`config.mk`:
```
export PLATFORM = sky130hd
export DESIGN_NAME = nca_min_tree
export DESIGN_NICKNAME = d
export VERILOG_FILES = /design/src/rtl/nca_pkg.sv /design/src/rtl/nca_min_tree.sv
export SDC_FILE = /design/constraint.sdc
export NUM_CORES = 2
export LEC_CHECK = 0
export CORE_MARGIN = 2
export CORE_UTILIZATION = 50
export CTS_BUF_LIST = sky130_fd_sc_hd__clkbuf_8
export CTS_CLUSTER_DIAMETER = 60
export CTS_CLUSTER_SIZE = 24
export DETAILED_ROUTE_END_ITERATION = 6
export DONT_BUFFER_PORTS = 1
export GPL_TIMING_DRIVEN = 0
export PLACE_DENSITY = 0.69
export SLEW_MARGIN = 20
export SYNTH_ARGS = -nofsm -noshare
export SYNTH_HDL_FRONTEND = slang
export SYNTH_SLANG_ARGS = --single-unit
export TNS_END_PERCENT = 20
```
`constraint.sdc`:
```
create_clock -name clk_i -period 35 [get_ports clk_i]
set_input_delay 3.5 -clock clk_i [delete_from_list [all_inputs] [get_ports clk_i]]
set_output_delay 3.5 -clock clk_i [all_outputs]
set_load 0.05 [all_outputs]
```
`src/rtl/nca_pkg.sv`:
```
// nca_pkg: shared types, constants and helpers for the nearest centroid assignment block
// depends on nothing; used by every module under rtl except nca_ram
package nca_pkg;

  localparam int unsigned NUM_LANES   = 16;
  localparam int unsigned NUM_COORDS  = 8;
  localparam int unsigned COORD_W     = 16;
  localparam int unsigned CLUSTER_W   = 4;
  localparam int unsigned COORD_IDX_W = 3;
  localparam int unsigned LABEL_W     = 5;
  localparam int unsigned DIST_W      = 35;
  localparam int unsigned ABS_W       = 16;
  localparam int unsigned TERM_W      = 32;
  localparam int unsigned POS_W       = $clog2(NUM_COORDS + 1);
  localparam int unsigned TREE_LEVELS = $clog2(NUM_LANES);

  localparam int unsigned CCOUNT_W = 5;
  localparam int unsigned NCOORD_W = 4;
  localparam int unsigned TOL_W    = 16;

  localparam int unsigned CFG_INDEX_W = 2;
  localparam int unsigned CFG_DATA_W  = 16;

  localparam logic [CFG_INDEX_W-1:0] CFG_METRIC_MODE     = 2'd0;
  localparam logic [CFG_INDEX_W-1:0] CFG_CLUSTER_COUNT   = 2'd1;
  localparam logic [CFG_INDEX_W-1:0] CFG_COORD_COUNT     = 2'd2;
  localparam logic [CFG_INDEX_W-1:0] CFG_MATCH_TOLERANCE = 2'd3;

  localparam logic OP_LOAD  = 1'b0;
  localparam logic OP_POINT = 1'b1;

  localparam logic METRIC_EUCLID   = 1'b0;
  localparam logic METRIC_MISMATCH = 1'b1;

  localparam logic [DIST_W-1:0] DIST_MAX = {DIST_W{1'b1}};

  typedef struct packed {
    logic                      operation;
    logic [CLUSTER_W-1:0]      cluster_index;
    logic [COORD_IDX_W-1:0]    coord_index;
    logic signed [COORD_W-1:0] coord_value;
    logic                      last_coord;
    logic [LABEL_W-1:0]        previous_label;
  } in_item_t;

  typedef struct packed {
    logic [CLUSTER_W-1:0] nearest_cluster;
    logic [DIST_W-1:0]    best_distance;
    logic                 label_changed;
  } out_item_t;

  // control bundle from the top level to every cluster lane
  typedef struct packed {
    logic [COORD_IDX_W-1:0] ram_waddr;
    logic [COORD_W-1:0]     ram_wdata;
    logic                   ram_re;
    logic [COORD_IDX_W-1:0] ram_raddr;
    logic [COORD_W-1:0]     point_value;
    logic                   p2_en;
    logic                   p3_en;
    logic                   acc_add;
    logic                   acc_end;
    logic                   metric_mode;
    logic [TOL_W-1:0]       match_tolerance;
  } lane_ctrl_t;

  typedef struct packed {
    logic                 valid;
    logic [CLUSTER_W-1:0] index;
    logic [DIST_W-1:0]    distance;
  } node_t;

  // left operand carries the lower cluster index, so it wins ties
  function automatic node_t better_node(node_t a, node_t b);
    node_t r;
    if (a.valid && (!b.valid || (a.distance <= b.distance))) begin
      r = a;
    end else begin
      r = b;
    end
    return r;
  endfunction

endpackage

```
`src/rtl/nca_min_tree.sv`:
```
// nca_min_tree: registered binary min tree over the lane distances, one level per stage
// depends on nca_pkg
module nca_min_tree (
  input  logic                        clk_i,
  input  logic                        rst_ni,
  input  logic                        in_valid_i,
  output logic                        in_ready_o,
  input  nca_pkg::node_t              in_nodes_i [nca_pkg::NUM_LANES],
  input  logic [nca_pkg::LABEL_W-1:0] in_label_i,
  output logic                        out_valid_o,
  input  logic                        out_ready_i,
  output nca_pkg::node_t              out_node_o,
  output logic [nca_pkg::LABEL_W-1:0] out_label_o
);

  localparam int unsigned Levels = nca_pkg::TREE_LEVELS;
  localparam int unsigned Inner  = nca_pkg::NUM_LANES - 1;

  // heap order: node i has children 2i+1 and 2i+2, leaves are the lane inputs
  nca_pkg::node_t             node_q [Inner];
  logic [Levels-1:0]          v_q;
  logic [nca_pkg::LABEL_W-1:0] label_q [Levels];
  logic [Levels-1:0]          stage_ready;
  logic [Levels:0]            next_ready;
  logic [Levels:0]            src_valid;
  logic [nca_pkg::LABEL_W-1:0] src_label [Levels+1];

  assign next_ready[0]     = out_ready_i;
  assign src_valid[Levels] = in_valid_i;
  assign src_label[Levels] = in_label_i;

  for (genvar d = 0; d < Levels; d++) begin : g_stage
    assign stage_ready[d]  = !v_q[d] || next_ready[d];
    assign next_ready[d+1] = stage_ready[d];
    assign src_valid[d]    = v_q[d];
    assign src_label[d]    = label_q[d];

    always_ff @(posedge clk_i or negedge rst_ni) begin
      if (!rst_ni) begin
        v_q[d] <= 1'b0;
      end else if (stage_ready[d]) begin
        v_q[d] <= src_valid[d+1];
      end
    end

    always_ff @(posedge clk_i) begin
      if (stage_ready[d]) begin
        label_q[d] <= src_label[d+1];
      end
    end
  end

  for (genvar i = 0; i < Inner; i++) begin : g_node
    localparam int unsigned Depth = $clog2(i + 2) - 1;
    nca_pkg::node_t left;
    nca_pkg::node_t right;

    if (2 * i + 1 >= Inner) begin : g_leaf
      assign left  = in_nodes_i[2*i+1-Inner];
      assign right = in_nodes_i[2*i+2-Inner];
    end else begin : g_inner
      assign left  = node_q[2*i+1];
      assign right = node_q[2*i+2];
    end

    always_ff @(posedge clk_i) begin
      if (stage_ready[Depth]) begin
        node_q[i] <= nca_pkg::better_node(left, right);
      end
    end
  end

  assign in_ready_o  = stage_ready[Levels-1];
  assign out_valid_o = v_q[0];
  assign out_node_o  = node_q[0];
  assign out_label_o = label_q[0];

endmodule

```
# Word level (Yosys, flattened, before mapping)
# Memories as Yosys holds them, arrays and structs flattened.
# Cells that the tools add are included.
[word_totals] mem_count=2 out_inout_bits=47 mem_bits_rw=620 input_bits=649 register_bits=4
[classes] n_lt_le_gt_ge=15 muxes=38 n_reduce_logical=53
[memory_table] name="node_q" depth=15 word_bits=40 rd=15 rd_ports_with_merged_regs=0 write_ports=15 line_no="nca_min_tree.sv:20" text="nca_pkg::node_t node_q [Inner];"
[memory_table] name="label_q" depth=4 word_bits=5 rd=4 rd_ports_with_merged_regs=0 write_ports=4 line_no="nca_min_tree.sv:22" text="logic [nca_pkg::LABEL_W-1:0] label_q [Levels];"
[ops] cell="$mux W40" n=30
[ops] cell="$le A35 B35 Y1" n=15
[ops] cell="$logic_not A1 Y1" n=19
[ops] cell="$logic_or A1 B1 Y1" n=19
[ops] cell="$logic_and A1 B1 Y1" n=15
[ops] cell="$mux W1" n=8

# Longest topological paths before layout
[logic_depth] word_depth=7 mapped_depth=11 mapped_depth_nobuf=9

# Worst setup path before layout
# No wires, ideal clock.
[synth_path] kind="input to register" startpoint="in out_ready_i" endpoint="mem label_q[3][0] (netlist bit) (enable)" t_arrival_ns=12.970 n_path_buf=0 setup_time_ns=4.057 setup_slack_ns=17.973 stages=2 path_cell_list="nor2b_1 > nand4_1"
[synth_rtl] item="from (decl)" line_no="nca_min_tree.sv:11" text="input logic out_ready_i,"
[synth_rtl] item="to (decl)" line_no="nca_min_tree.sv:22"

# Worst setup path after layout
[layout_path] startpoint="in out_ready_i" endpoint="out in_ready_o"
[layout_via] elab_chain_len=4
[layout_lines] item="$logic_or A1 B1 Y1 (4 in series)" line_no="nca_min_tree.sv:33" text="assign stage_ready[d] = !v_q[d] || next_ready[d];"
[layout_lines] item="to (decl)" line_no="nca_min_tree.sv:7" text="output logic in_ready_o,"
# No other way between the ends.

==> flow_summary_export.csv <==
group,metric,value,unit
floorplanning,rows,103,
global_routing,grt-ovfl-total,0,
power,swShare,35.91,%
synthesis,yosysMostFrequentCell,"edfxtp_1",
routing,dr.pass1.iters,5,
layout,multiInputGateArea,18430,sq um
floorplanning,core_area,78740,sq um
synthesis,synth_edf_count,620,
routing,vias_per_cell,5.688,
critical_path,crit_path_cell_trace,"nor2b_1 -> nand4_1 -> buf_6 -> buf_8 -> buf_8 -> buf_6 -> buf_6 -> buf_8 -> buf_6 -> buf_6 -> buf_6 -> buf_6",
synthesis,netlist_instances,3289,
floorplanning,pin_count,696,
timing,hold_viol,0,
clock_network,cts-root-buf,"clkbuf_8",
critical_path,critPathKind,"input pin to primary output",
floorplanning,initial_utilization,50.31,%
timing,drv_slew,0,
floorplanning,dieArea,81490,sq um
routing,drc,0,
clock_network,h-tree-depth,2,
power,p_int,1.560,mW
layout,syn_to_final_growth,7.331,%
floorplanning,die_y,285.5,um
routing,vias,25340,
timing,worstMarginPinSlew,1.017,ns
routing,drtIter0Drc,1646,
power,netSwitchingPower,874.3,uW
placement,port_buffers,0,
critical_path,critPathTopFamily,"buffers and inverters",
synthesis,yosysSeqAreaShare,47.25,%
timing,grt_setup_unrepaired,"false",
power,power,2.435,mW
clock_network,cts-hold-fix-buffers,0,
run,maxCapViolCount,0,
global_routing,grt_pass1_wl,153700,um
routing,final_antenna_net_count,0,
power,pwr-share-seq,51.5,%
global_routing,antenna_found_initial,16,
clock_network,clkTransAtPathRegs,0.11,ns
layout,final_layout_size_suffix_gt1_share,21.39,%
critical_path,start_kind,"input pin",
layout,instances_no_fill,4454,
floorplanning,chipWidth,285.5,um
layout,nNetsFinal,4543,
worst_hold_path,hold_path_depth,0,
outcome,status,"completed",
placement,dp_slack,25.26,ns
global_routing,grt_max_degree,52,
power,comb_power_share,30.3,%
critical_path,slowest_delay,0.47,ns
clock_network,cts_buffers,45,
routing,wl_per_cell,23.69,um
timing,fmax,102.9,MHz
placement,place.gp.congestion,0.9693,
synthesis,yosys-top-cells-count,"edfxtp_1, inv_1, ha_1",
clock_network,cts_tree,"built",
layout,fin_util,53.99,%
critical_path,cp-end-kind,"primary output",
clock_network,clock-sinks,624,
layout,seq_area,18720,sq um
synthesis,netlist.area_leader.share,47.00,%
layout,num-fill-cells,6641,
timing,fin_tns_setup,0,ns
timing,final.setup_skew,0.04664,ns
synthesis,ys_seq_elements,624,
synthesis,synth_top_flop_cell,"edfxtp_1",
synthesis,ys_top_cells_by_area,"edfxtp_1, ha_1, mux2_2",
power,powerDensity,57.26,nW/um^2
global_routing,grt_util_all_layers,25.40,%
synthesis,yosys_warnings,0,
critical_path,slowest_stage,"nand4_1",
power,power.static_leakage,18.70,nW
synthesis,syn_avg_cell_area,12.04,sq um
critical_path,critical_path_depth,12,
power,peakVddDrop,0.00002829,V
synthesis,yosysUniqueCellTypes,67,
global_routing,first_global_vias,24840,
worst_hold_path,holdCritPathClass,"flip-flop to flip-flop",
synthesis,syn-cell-area,39610,sq um
synthesis,yosysTopAreaCell,"edfxtp_1",
critical_path,arrival,6.22,ns
timing,post-route-period-util,27.78,%
synthesis,syn_nets,4463,
power,p_clk_share,18.3,%
critical_path,worstPathRequired,31.50,ns
clock_network,cts_buffer_depth,3,
timing,setup_slack,25.28,ns
critical_path,path_buf_inv,10,
critical_path,r2r_cells,10,
routing,routed_wl,105500,um
clock_network,cts-resized-gates,0,
critical_path,crit_top_cell,"buf_6",
clock_network,post_cts_buffers,0,
timing,maxSlewHeadroom,30.47,%
placement,dp_hpwl,88070,um
placement,place_inst,4372,
clock_network,clk_latency,0.69,ns
timing,period_minus_slack,9.722,ns
timing,setup_viol,0,
critical_path,cp_max_fo,14,
synthesis,synthArstFlopShare,0.6410,%
==> per-stage QoR <==
stage	instance area, sq um	hold WS, ns
6_report	42520	0.4304
3_5_place_dp	41410	0.4045
2_1_floorplan	39610	0.4003
3_3_place_gp	40930	0.4021
4_1_cts	42510	0.4327
5_1_grt	42520	0.4403
==> worst register-to-register path, stage by stage, from the launching register on <==
cell      delay, ns
edfxtp_1       0.44
ha_1           0.35
nand4_1        0.15
nor4_1         0.83
nand4_1        0.38
o41ai_1        0.43
nand2_1        0.09
o31ai_1        0.13
buf_2          0.34
buf_4          0.26
mux2_2         0.37
==> area by class of cell <==
cell class	instances	share of cell area [%]
multi-input cells	2040	43.35
diodes	1	0.005886
clock inverters	34	1.083
well taps	1050	3.090
inverters	548	4.838
flip-flops and latches	624	44.03
repair buffers	33	1.083
clock buffers	47	1.521
plain buffers	77	1.004
==> worst paths after layout <==
| path | start | end | slack (ns) |
|---|---|---|---|
| max | out_ready_i | in_ready_o | 25.28 |
| min | label_q[2][0] | label_q[1][0] | 0.43 |
| max reg2reg | node_q[1][70] | node_q[0][195] | 31.00 |
| min reg2reg | label_q[2][0] | label_q[1][0] | 0.43 |
| max in group asynchronous | rst_ni | src_valid[2] | 32.42 |
| min in group asynchronous | rst_ni | out_valid_o | 2.51 |
==> metal layers <==
layer	vias to the layer above	routed length (um)	global-route usage [%]
li1	12270	-	-
met5	-	13	0
met3	170	7851	5.805
met4	2	3344	7.919
met1	12120	44910	34.10
met2	777	49400	40.99
==> flip-flops by register name, summed over array words and instances (netlist names) <==
name         flops
label_q         20
src_valid        3
node_q         600
out_valid_o      1
==> placed cells by master, fill, tap and decap left out, drive strengths merged, types with 4 or more instances in the layout <==
cell      Yosys  layout
o21bai        6       6
nor2         90      90
a2111oi       6       6
and4          6       6
a21o         57      57
or3           5       5
dfrtp         4       4
nor2b        29      29
nand4        85      85
inv         548     564
nand2       100     100
o31ai         4       4
o41ai         5       5
nand3        66      66
nand2b       17      17
buf          59      92
a311o        39      39
mux2        546     546
clkbuf       18      65
a21oi       178     178
a211oi       34      34
clkinv        0      13
nor3         18      18
and3         50      50
or2          16      16
nand3b        4       4
clkinvlp      0       4
ha          525     525
nor4         11      11
a221oi        8       8
or4           8       8
edfxtp      620     620
o211ai        5       5
o21ai        81      81
==> power by group through the flow <==
stage          Combinational, mW  Sequential, mW  Clock, mW
6_report                   0.737            1.25      0.444
2_1_floorplan              0.534            1.23          0
3_3_place_gp               0.720            1.29          0
4_1_cts                    0.748            1.25      0.459
3_5_place_dp               0.741            1.27          0
5_1_grt                    0.827            1.27      0.484
==> cells by family after synthesis <==
group	count (synthesis)	share of synthesized area [%]
and+or+nand+nor	509	6.722
buffers and inverters	625	6.270
adders and majority gates	525	16.58
AOI/OAI and AO/OA	460	7.556
DFF	624	47.25
muxes	546	15.62
(Power assumes the default switching activity.)
