$ cat src/rtl/nca_pkg.sv
// nca_pkg: shared types, constants and helpers for the nearest centroid assignment block
// depends on nothing; used by every module under rtl except nca_ram
package nca_pkg;

  localparam int unsigned NUM_LANES   = 16;
  localparam int unsigned NUM_COORDS  = 8;
  localparam int unsigned COORD_W     = 16;
  localparam int unsigned CLUSTER_W   = 4;
  localparam int unsigned COORD_IDX_W = 3;
  localparam int unsigned LABEL_W     = 5;
  localparam int unsigned DIST_W      = 35;
  localparam int unsigned ABS_W       = 16;
  localparam int unsigned TERM_W      = 32;
  localparam int unsigned POS_W       = $clog2(NUM_COORDS + 1);
  localparam int unsigned TREE_LEVELS = $clog2(NUM_LANES);

  localparam int unsigned CCOUNT_W = 5;
  localparam int unsigned NCOORD_W = 4;
  localparam int unsigned TOL_W    = 16;

  localparam int unsigned CFG_INDEX_W = 2;
  localparam int unsigned CFG_DATA_W  = 16;

  localparam logic [CFG_INDEX_W-1:0] CFG_METRIC_MODE     = 2'd0;
  localparam logic [CFG_INDEX_W-1:0] CFG_CLUSTER_COUNT   = 2'd1;
  localparam logic [CFG_INDEX_W-1:0] CFG_COORD_COUNT     = 2'd2;
  localparam logic [CFG_INDEX_W-1:0] CFG_MATCH_TOLERANCE = 2'd3;

  localparam logic OP_LOAD  = 1'b0;
  localparam logic OP_POINT = 1'b1;

  localparam logic METRIC_EUCLID   = 1'b0;
  localparam logic METRIC_MISMATCH = 1'b1;

  localparam logic [DIST_W-1:0] DIST_MAX = {DIST_W{1'b1}};

  typedef struct packed {
    logic                      operation;
    logic [CLUSTER_W-1:0]      cluster_index;
    logic [COORD_IDX_W-1:0]    coord_index;
    logic signed [COORD_W-1:0] coord_value;
    logic                      last_coord;
    logic [LABEL_W-1:0]        previous_label;
  } in_item_t;

  typedef struct packed {
    logic [CLUSTER_W-1:0] nearest_cluster;
    logic [DIST_W-1:0]    best_distance;
    logic                 label_changed;
  } out_item_t;

  // control bundle from the top level to every cluster lane
  typedef struct packed {
    logic [COORD_IDX_W-1:0] ram_waddr;
    logic [COORD_W-1:0]     ram_wdata;
    logic                   ram_re;
    logic [COORD_IDX_W-1:0] ram_raddr;
    logic [COORD_W-1:0]     point_value;
    logic                   p2_en;
    logic                   p3_en;
    logic                   acc_add;
    logic                   acc_end;
    logic                   metric_mode;
    logic [TOL_W-1:0]       match_tolerance;
  } lane_ctrl_t;

  typedef struct packed {
    logic                 valid;
    logic [CLUSTER_W-1:0] index;
    logic [DIST_W-1:0]    distance;
  } node_t;

  // left operand carries the lower cluster index, so it wins ties
  function automatic node_t better_node(node_t a, node_t b);
    node_t r;
    if (a.valid && (!b.valid || (a.distance <= b.distance))) begin
      r = a;
    end else begin
      r = b;
    end
    return r;
  endfunction

endpackage

$ cat src/rtl/nca_ram.sv
// nca_ram: generic single write port, single read port ram with registered read data
// no dependencies
module nca_ram #(
  parameter int unsigned WIDTH = 16,
  parameter int unsigned DEPTH = 8,
  localparam int unsigned ADDR_W = (DEPTH > 1) ? $clog2(DEPTH) : 1
) (
  input  logic              clk_i,
  input  logic              we_i,
  input  logic [ADDR_W-1:0] waddr_i,
  input  logic [WIDTH-1:0]  wdata_i,
  input  logic              re_i,
  input  logic [ADDR_W-1:0] raddr_i,
  output logic [WIDTH-1:0]  rdata_o
);

  logic [WIDTH-1:0] mem_q [DEPTH];
  logic [WIDTH-1:0] rdata_q;

  always_ff @(posedge clk_i) begin
    if (we_i) begin
      mem_q[waddr_i] <= wdata_i;
    end
  end

  always_ff @(posedge clk_i) begin
    if (re_i) begin
      rdata_q <= mem_q[raddr_i];
    end
  end

  assign rdata_o = rdata_q;

endmodule

$ cat src/rtl/nca_lane.sv
// nca_lane: one cluster lane: centroid coordinates, difference, distance term, accumulator
// depends on nca_pkg and nca_ram
module nca_lane (
  input  logic                       clk_i,
  input  logic                       rst_ni,
  input  nca_pkg::lane_ctrl_t        ctrl_i,
  input  logic                       wr_sel_i,
  input  logic                       active_i,
  output logic [nca_pkg::DIST_W-1:0] dist_o
);

  logic [nca_pkg::COORD_W-1:0] centroid;
  logic [nca_pkg::COORD_W:0]   diff;
  logic [nca_pkg::ABS_W-1:0]   abs_d;
  logic [nca_pkg::ABS_W-1:0]   abs_q;
  logic [2*nca_pkg::ABS_W-1:0] square;
  logic [nca_pkg::TERM_W-1:0]  term_d;
  logic [nca_pkg::TERM_W-1:0]  term_q;
  logic [nca_pkg::DIST_W:0]    sum;
  logic [nca_pkg::DIST_W-1:0]  sat_sum;
  logic [nca_pkg::DIST_W-1:0]  acc_new;
  logic [nca_pkg::DIST_W-1:0]  acc_q;
  logic [nca_pkg::DIST_W-1:0]  dist_q;

  nca_ram #(
    .WIDTH(nca_pkg::COORD_W),
    .DEPTH(nca_pkg::NUM_COORDS)
  ) u_store (
    .clk_i  (clk_i),
    .we_i   (wr_sel_i),
    .waddr_i(ctrl_i.ram_waddr),
    .wdata_i(ctrl_i.ram_wdata),
    .re_i   (ctrl_i.ram_re),
    .raddr_i(ctrl_i.ram_raddr),
    .rdata_o(centroid)
  );

  // 17-bit signed difference, magnitude always fits 16 bits
  assign diff  = {ctrl_i.point_value[nca_pkg::COORD_W-1], ctrl_i.point_value}
               - {centroid[nca_pkg::COORD_W-1], centroid};
  assign abs_d = diff[nca_pkg::COORD_W] ? nca_pkg::ABS_W'(-diff) : diff[nca_pkg::ABS_W-1:0];

  always_ff @(posedge clk_i) begin
    if (ctrl_i.p2_en) begin
      abs_q <= abs_d;
    end
  end

  assign square = abs_q * abs_q;

  always_comb begin
    if (ctrl_i.metric_mode == nca_pkg::METRIC_MISMATCH) begin
      term_d = (abs_q >= ctrl_i.match_tolerance) ? nca_pkg::TERM_W'(1) : '0;
    end else begin
      term_d = square[nca_pkg::TERM_W-1:0];
    end
  end

  always_ff @(posedge clk_i) begin
    if (ctrl_i.p3_en) begin
      term_q <= term_d;
    end
  end

  assign sum     = {1'b0, acc_q} + (nca_pkg::DIST_W + 1)'(term_q);
  assign sat_sum = sum[nca_pkg::DIST_W] ? nca_pkg::DIST_MAX : sum[nca_pkg::DIST_W-1:0];
  assign acc_new = (ctrl_i.acc_add && active_i) ? sat_sum : acc_q;

  always_ff @(posedge clk_i or negedge rst_ni) begin
    if (!rst_ni) begin
      acc_q <= '0;
    end else if (ctrl_i.acc_end) begin
      acc_q <= '0;
    end else begin
      acc_q <= acc_new;
    end
  end

  // snapshot of the finished point distance for the min search
  always_ff @(posedge clk_i) begin
    if (ctrl_i.acc_end) begin
      dist_q <= acc_new;
    end
  end

  assign dist_o = dist_q;

endmodule

$ cat config.mk
export PLATFORM = sky130hd
export DESIGN_NAME = nca_lane
export DESIGN_NICKNAME = d
export VERILOG_FILES = /design/src/rtl/nca_pkg.sv /design/src/rtl/nca_ram.sv /design/src/rtl/nca_lane.sv
export SDC_FILE = /design/constraint.sdc
export NUM_CORES = 1
export LEC_CHECK = 0
export BUFFER_PORTS_ARGS = -buffer_cell sky130_fd_sc_hd__buf_4
export CAP_MARGIN = 0
export CORE_UTILIZATION = 55
export DETAILED_ROUTE_END_ITERATION = 16
export GPL_ROUTABILITY_DRIVEN = 0
export PLACE_DENSITY = 0.73
export SYNTH_ARGS = -nofsm -noshare
export SYNTH_HDL_FRONTEND = slang
export SYNTH_SLANG_ARGS = --single-unit
$ cat constraint.sdc
create_clock -name clk_i -period 8 [get_ports clk_i]
set_input_delay 0.8 -clock clk_i [delete_from_list [all_inputs] [get_ports clk_i]]
set_output_delay 0.8 -clock clk_i [all_outputs]
set_load 0.05 [all_outputs]
Word level (Yosys, flattened, before mapping):

Memory sizes are Yosys's and may differ from the RTL's. A register that Yosys moved wholly into a read port is not among the register bits.
Index checks and enable logic that the tools add are counted.

* flip-flop bits (word level): 118
* memory bits (writable): 128
* logic and storage cells: 19
* memories: 1

* $add $sub $neg: 3
* multipliers: 1
* order comparisons: 1
* muxes and demuxes: 8
* reduce and logical (&&, ||, !) cells: 1

Memories
* u_store.mem_q: words 8, bits a word 16, read ports 1, clocked after Yosys merged registers in 1, write ports 1, line nca_ram.sv:17 `logic [WIDTH-1:0] mem_q [DEPTH];`

Operators with widths (number)
* 35-bit two-way mux: 3
* 35-bit by 32-bit adder with 36-bit output: 1
* 16-bit by 16-bit multiplier with 32-bit output: 1
* 32-bit two-way mux: 1
* 16-bit by 16-bit subtractor with 17-bit output: 1
* 16-bit >= comparator: 1
* 16-bit two-way mux: 1
* 16-bit negation: 1
* 1-bit two-way mux: 3
* 1-bit logical AND: 1

Logic depth before layout (Yosys ltp):

Gate-level depths: netlist of the first run.

* depth after elaboration: 4
* depth in mapped cells: 25
* mapped depth without buffers: 24

Cells and area by module:

Synthesis of the first run repeated with hierarchy kept, for this count alone.

* cell total of the unflattened synthesis: 1821
* area, all modules: 20251.9 um^2

Modules (own cells, without submodules)
* nca_lane: times used 1, cells each 1607, area each 14797.9 um^2, sequential area each 3338.2 um^2
* nca_ram: times used 1, cells each 214, area each 5454.0 um^2, sequential area each 4324.1 um^2

Worst setup path before layout of the first run:

OpenSTA, ideal clock, no wires.

* path kind: register to register
* start: register abs_q[1] (netlist bit)
* end: register term_q[30] (netlist bit) (data pin)
* arrival time: 6.168 ns
* slack: 1.573 ns
* cell stages (with the launch flop): 26
* period minus slack after synthesis: 6.427 ns
* cell sequence: edfxtp_1 -> clkbuf_1 -> clkbuf_1 -> and2_1 -> fa_1 -> inv_1 -> fa_1 -> inv_1 -> fa_1 -> inv_1 -> fa_1 -> inv_1 -> fa_1 -> inv_1 -> fa_1 -> inv_1 -> ha_1 -> a21oi_1 -> o21ai_0 -> a21oi_1 -> a31oi_1 -> a21oi_1 -> a21oi_1 -> a31oi_1 -> o21a_1 -> mux2_2

* word-level cells in the longest chain between the ends: 2

Ends and longest elaborated chain
* start: declaration: line nca_lane.sv:15 `logic [nca_pkg::ABS_W-1:0] abs_q;`
* start signal: assignment: line nca_lane.sv:45 `abs_q <= abs_d;`
* 16-bit by 16-bit multiplier with 32-bit output: line nca_lane.sv:49 `assign square = abs_q * abs_q;`
* 32-bit two-way mux: line nca_lane.sv:52 `if (ctrl_i.metric_mode == nca_pkg::METRIC_MISMATCH) begin`
* end signal: assignment: line nca_lane.sv:61 `term_q <= term_d;`
* end: declaration: line nca_lane.sv:18 `logic [nca_pkg::TERM_W-1:0] term_q;`

Every way passes these cells.
A chain may end at the register's enable or synchronous reset.

Worst setup path after layout of the first run:

* start: register abs_q[5] (netlist bit)
* end: register term_q[25] (netlist bit) (data pin)

Same word-level chain as after synthesis.

==> results.yml, run 1 <==
sta:
  max_freq_mhz: 139
  fin_tns_setup_ns: 0
  slew_viol_final: 0
  rsz0062_at_grt: "no"
  tightest_slew_ns: 1.09
  slew_headroom: 0.276
  clock-skew-final_ns: 0.0130
  finalHoldViolCount: 0
  fin_crit_sh: 0.902
  period_needed_ns: 7.21
  finalSetupViolations: 0
critical_path:
  crit_type: "reg2reg"
  critPathMaxFanout: 18
  cp-start-kind: "flop"
  critPathArrivalTime_ns: 7.52
  required_ns: 8.30
  endpoint_kind: "flop"
finish:
  finish.net_count: 2274
  nFillCells: 2910
  area_growth_syn_to_layout_pct: 10.0
  antenna_cells: 0
  drive_gt1_frac: 0.114
detailed_routing:
  drtIter0Drc: 777
  drc_errors: 4
  wirelength_um: 41400
  post_drt_wl_per_cell_um: 17.5
  ant_nets: 0
  viasPerCell: 5.60
  dr.pass1.iters: 11
  vias: 13200
flow_run:
  max_cap_violations: 0
clock_network:
  cts_tree: "done"
  clock_latency_ns: 0.56
  numCtsBuffers: 27
  h-tree-depth: 1
  cts_setup_buffers: 0
  clockRootBuffer: "clkbuf_16"
  clk_pin_slew_ns: 0.06
  cts.sinks: 261
  hold_buffers: 0
  cts_resized: 0
  clock_path_buffers: 3
floorplanning:
  coreArea_um2: 35700
  ios: 99
  fp.dieW_um: 193
  die-height_um: 193
  rows: 69
  die_area_um2: 37200
  start_util: 0.561
logic_synthesis:
  ys_seq_area_frac: 0.382
  syn-num-nets: 2192
  synth_edf_count: 226
  synth_top_area_share: 0.338
  synthTopCellsByArea: "edfxtp_1 (34%), fa_1 (16%), ha_1 (10%)"
  yosys_warnings: 0
  yosys_register_bits: 261
  synth_cell_types: 72
  synth_flop_cell: "edfxtp_1"
  synth_top_area_cell: "edfxtp_1"
  syn_inst: 1796
  ys_async_sr_fraction: 0.134
  avgSynthCellArea_um2: 11.2
  synthesis.area_um2: 20100
global_routing:
  grt.busiest_layer: "met2"
  grt_pass1_wl_um: 68400
  grt_use_met1: 0.284
  overflow: 0
  use_met3: 0.0300
  grt_pass1_vias: 13900
  met2_usage: 0.432
  antenna_found_initial: 0
  grt_start_max_net_pins: 71
  grt_usage: 0.235
outcome:
  violations: "design-rule violations"
  outcome: "complete, but fails checks"
hold_path:
  hp-class: "in2async"
placement:
  hpwlAfterDp_um: 31700
  port_buffers: 98
layout by cell type (no fill, tap or decap), types with 9 or more instances in the layout:
master,synthesis,final
mux4_2,32,32
and2_1,43,43
mux2_2,21,21
nor3_1,16,14
nand2b_1,15,15
clkbuf_16,0,27
xnor2_1,51,51
fa_1,164,164
xor2_1,37,37
nor2b_1,39,39
nand3_1,16,16
o21ai_0,39,39
nand2_1,128,128
a21o_1,58,58
a21oi_1,92,92
a211oi_1,14,14
inv_1,294,294
nand4_1,10,10
and3_1,9,9
ha_1,168,168
a31oi_1,13,13
nor2_1,122,122
buf_4,3,107
edfxtp_1,226,226
dfrtp_1,35,35
o21a_1,10,10
synthesized netlist by cell type, types with 16 or more instances:
| cell | n |
|---|---|
| nor2_1 | 122 |
| nand3_1 | 16 |
| xor2_1 | 37 |
| mux2_2 | 21 |
| mux4_2 | 32 |
| xnor2_1 | 51 |
| a21oi_1 | 92 |
| and2_1 | 43 |
| o21ai_0 | 39 |
| nor2b_1 | 39 |
| nor3_1 | 16 |
| dfrtp_1 | 35 |
| inv_1 | 294 |
| a21o_1 | 58 |
| fa_1 | 164 |
| edfxtp_1 | 226 |
| nand2_1 | 128 |
| clkbuf_1 | 45 |
| ha_1 | 168 |
routing by layer:
layer | vias to the layer above | wire, um
li1 | 6270 | -
met1 | 6540 | 16700
met2 | 327 | 21600
met3 | 82 | 1740
met4 | 0 | 1310
met5 | - | 0
per-stage QoR:
stage / utilization / area, um2 / std cells / hold WS (ns) / setup slack, ns
2_1_floorplan: - / 20100 / 1796 / 0.504 / 1.57
3_3_place_gp: 0.594 / 21200 / 2310 / 0.594 / 1.08
3_5_place_dp: 0.594 / 21200 / 2310 / 0.613 / 0.780
4_1_cts: 0.617 / 22100 / 2360 / 0.200 / 0.745
5_1_grt: 0.617 / 22100 / 2360 / 0.228 / 0.434
6_report: 0.617 / 22100 / 2360 / 0.198 / 0.787
cell families after synthesis:
group | after synthesis | share of synthesized area
fa+ha+maj | 332 | 0.268
flops | 261 | 0.382
mux | 56 | 0.0495
xor+xnor | 88 | 0.0384
simple gates | 424 | 0.102
compound gates | 286 | 0.0938
buf+inv | 349 | 0.0663
flip-flops by register name (all words and copies together) (netlist names):
register         cells
acc_q               35
u_store.rdata_o     16
abs_q               16
term_q              31
u_store.mem_q      128
dist_o              35
final cells by class:
cell class              instances  area [um2]  area share
multi-input cells            1186       11100       0.503
flip-flops and latches        261        7660       0.347
inverters                     295        1110      0.0502
repair buffers                107         803      0.0364
clock buffers                  34         702      0.0318
well taps                     461         577      0.0261
clock inverters                16         124     0.00561
path summary, 6_finish.rpt:
path / start / end / slack [ns] / depth (start not counted)
max in group asynchronous: rst_ni / acc_q[27] / 7.44 / 1
hold reg to reg: acc_q[26] / dist_o[26] / 0.61 / 2
setup / recovery: abs_q[5] / term_q[25] / 0.79 / 23
setup reg to reg: abs_q[5] / term_q[25] / 0.79 / 23
hold / removal: rst_ni / acc_q[7] / 0.20 / 1
min in group clk_i: ctrl_i[47] / u_store.mem_q[1][6] / 0.48 / 1
worst max-delay path, stage by stage, from the launching register on:
cell and delay, ns:
edfxtp_1 0.79, and2_1 0.28, inv_1 0.07, fa_1 0.48
inv_1 0.05, fa_1 0.49, inv_1 0.05, fa_1 0.54
inv_1 0.06, fa_1 0.45, fa_1 0.49, inv_1 0.05
fa_1 0.47, inv_1 0.04, ha_1 0.31, a21o_1 0.18
a21o_1 0.18, a21o_1 0.18, a2111oi_0 0.69, nor3_1 0.28
nor3_1 0.40, o21ai_0 0.19, xnor2_1 0.17, nor2_1 0.06
Power of run 1 is left out: the tool's default activity adds up to more than one toggle a clock period on the data nets, which glitch-free logic cannot reach.
==> inputs of run 2 (changes only) <==
==> constraint.sdc (replaced) <==
create_clock -name clk_i -period 8.05 [get_ports clk_i]
set_input_delay 0.805 -clock clk_i [delete_from_list [all_inputs] [get_ports clk_i]]
set_output_delay 0.805 -clock clk_i [all_outputs]
set_load 0.05 [all_outputs]
==> run 2 against run 1 <==
Register-to-register slack gained 0.02 ns; wire length grew 0.23%; via count grew 0.64%; sequential share of layout area shrank 0.10 points; hold slack gained 0.011 ns; first-iteration DRC count grew 9.0%; worst setup slack gained 0.017 ns; the run still ends with design-rule violations left; global-route usage grew 0.087 points; final cell count is essentially flat; cell area grew 0.29%; non-clock buffer count is the same; core utilization grew 0.18 points.
==> results.yml, run 2 (synthesized netlist as in run 1, its figures left out) <==
critical_path:
  endpoint_kind: "flop"
  worstPathCellList: "and2_1, inv_1, fa_1, inv_1, fa_1, inv_1, fa_1, inv_1, fa_1, fa_1, inv_1, fa_1, inv_1, ha_1, a21o_1, a21o_1, a21o_1, a2111oi_0, nor3_1, nor3_1, o21ai_0, xnor2_1, nor2_1"
  cpPeakStageDelay_ns: 0.80
  critPathMaxFanout: 18
  cp-start-kind: "flop"
  required_ns: 8.35
  critPathArrivalTime_ns: 7.55
  crit_type: "reg2reg"
  cp_slowest_cell: "edfxtp_1"
global_routing:
  overflow: 0
  grt_pass1_wl_um: 68500
  grt_start_max_net_pins: 71
  grt_pass1_vias: 13900
  antenna_found_initial: 0
  grt_usage: 0.236
sta:
  period_needed_ns: 7.25
  slew_headroom: 0.279
  finalSetupViolations: 0
  fin_crit_sh: 0.900
  tightest_slew_ns: 1.08
  setup_ws_ns: 0.804
  finalHoldViolCount: 0
  max_freq_mhz: 138
  clock-skew-final_ns: 0.0174
  rsz0062_at_grt: "no"
  fin_tns_setup_ns: 0
  slew_viol_final: 0
outcome:
  outcome: "complete, but fails checks"
  violations: "design-rule violations"
finish:
  area_growth_syn_to_layout_pct: 10.3
  largest_reg_flops: 128
  mostFrequentLayoutCells: "inv_1 (294), edfxtp_1 (226), ha_1 (168), fa_1 (164), nand2_1 (128)"
  nFillCells: 2865
  finish.net_count: 2275
  antenna_cells: 0
  mostFrequentLayoutCell: "inv_1"
  drive_gt1_frac: 0.116
  regMostFlops: "u_store.mem_q"
floorplanning:
  die_area_um2: 37200
  die-height_um: 193
  fp.dieW_um: 193
  coreArea_um2: 35700
  start_util: 0.561
  ios: 99
  rows: 69
detailed_routing:
  post_drt_wl_per_cell_um: 17.6
  wirelength_um: 41500
  viasPerCell: 5.63
  dr.pass1.iters: 11
  vias: 13300
  ant_nets: 0
  drtIter0Drc: 847
  drc_errors: 4
clock_network:
  hold_buffers: 0
  clk_pin_slew_ns: 0.06
  clockRootBuffer: "clkbuf_16"
  clock_latency_ns: 0.56
  cts_tree: "done"
  cts.sinks: 261
  clock_path_buffers: 3
  cts_setup_buffers: 0
  h-tree-depth: 1
  numCtsBuffers: 28
  cts_resized: 0
flow_run:
  max_cap_violations: 0
placement:
  hpwlAfterDp_um: 31600
  port_buffers: 98
  place_ws_ns: 0.853
hold_path:
  hp-class: "in2async"
## run 2: layout make-up
cell class | instances | area (um2) | share of cell area
inverters | 295 | 1110 | 0.0500
clock buffers | 33 | 729 | 0.0330
flip-flops and latches | 261 | 7660 | 0.346
clock inverters | 19 | 160 | 0.00724
multi-input cells | 1186 | 11100 | 0.501
well taps | 461 | 577 | 0.0261
repair buffers | 107 | 803 | 0.0363
## run 2: path summary, 6_finish.rpt
kind,slack [ns],endpoint,cells past startpoint,start
hold reg to reg,0.61,acc_q[30],2,acc_q[30]
setup reg to reg,0.80,term_q[29],23,abs_q[5]
setup / recovery,0.80,term_q[29],23,abs_q[5]
min in group clk_i,0.48,u_store.mem_q[4][6],1,ctrl_i[47]
hold / removal,0.21,acc_q[8],1,rst_ni
max in group asynchronous,7.49,acc_q[3],1,rst_ni
## run 2: metrics by stage
stage | utilization | instances | hold slack (ns) | instance area [um2]
after floorplan | - | 1796 | 0.509 | 20100
after global placement | 0.594 | 2310 | 0.594 | 21200
after detailed placement | 0.594 | 2310 | 0.608 | 21200
after CTS | 0.619 | 2362 | 0.213 | 22100
after global routing | 0.619 | 2362 | 0.236 | 22100
final | 0.619 | 2362 | 0.210 | 22100
## run 2: critical path: cells and delay by family (launching register included)
kind	cells	cell delay (ns)
adder cells (fa/ha/maj)	7	3.23
AO/OA/AOI/OAI	5	1.45
AND/OR/NAND/NOR	4	1.01
flip-flops	1	0.80
buffers and inverters	6	0.33
XOR/XNOR	1	0.17
## run 2: per-layer routing
| layer | track usage | up-vias | wire (um) |
|---|---|---|---|
| li1 | - | 6268 | - |
| met1 | 0.289 | 6584 | 16700 |
| met2 | 0.430 | 353 | 21500 |
| met3 | 0.0279 | 98 | 1920 |
| met4 | 0.0784 | 0 | 1400 |
| met5 | 0 | - | 0 |
Power of run 2 is left out for the same reason.
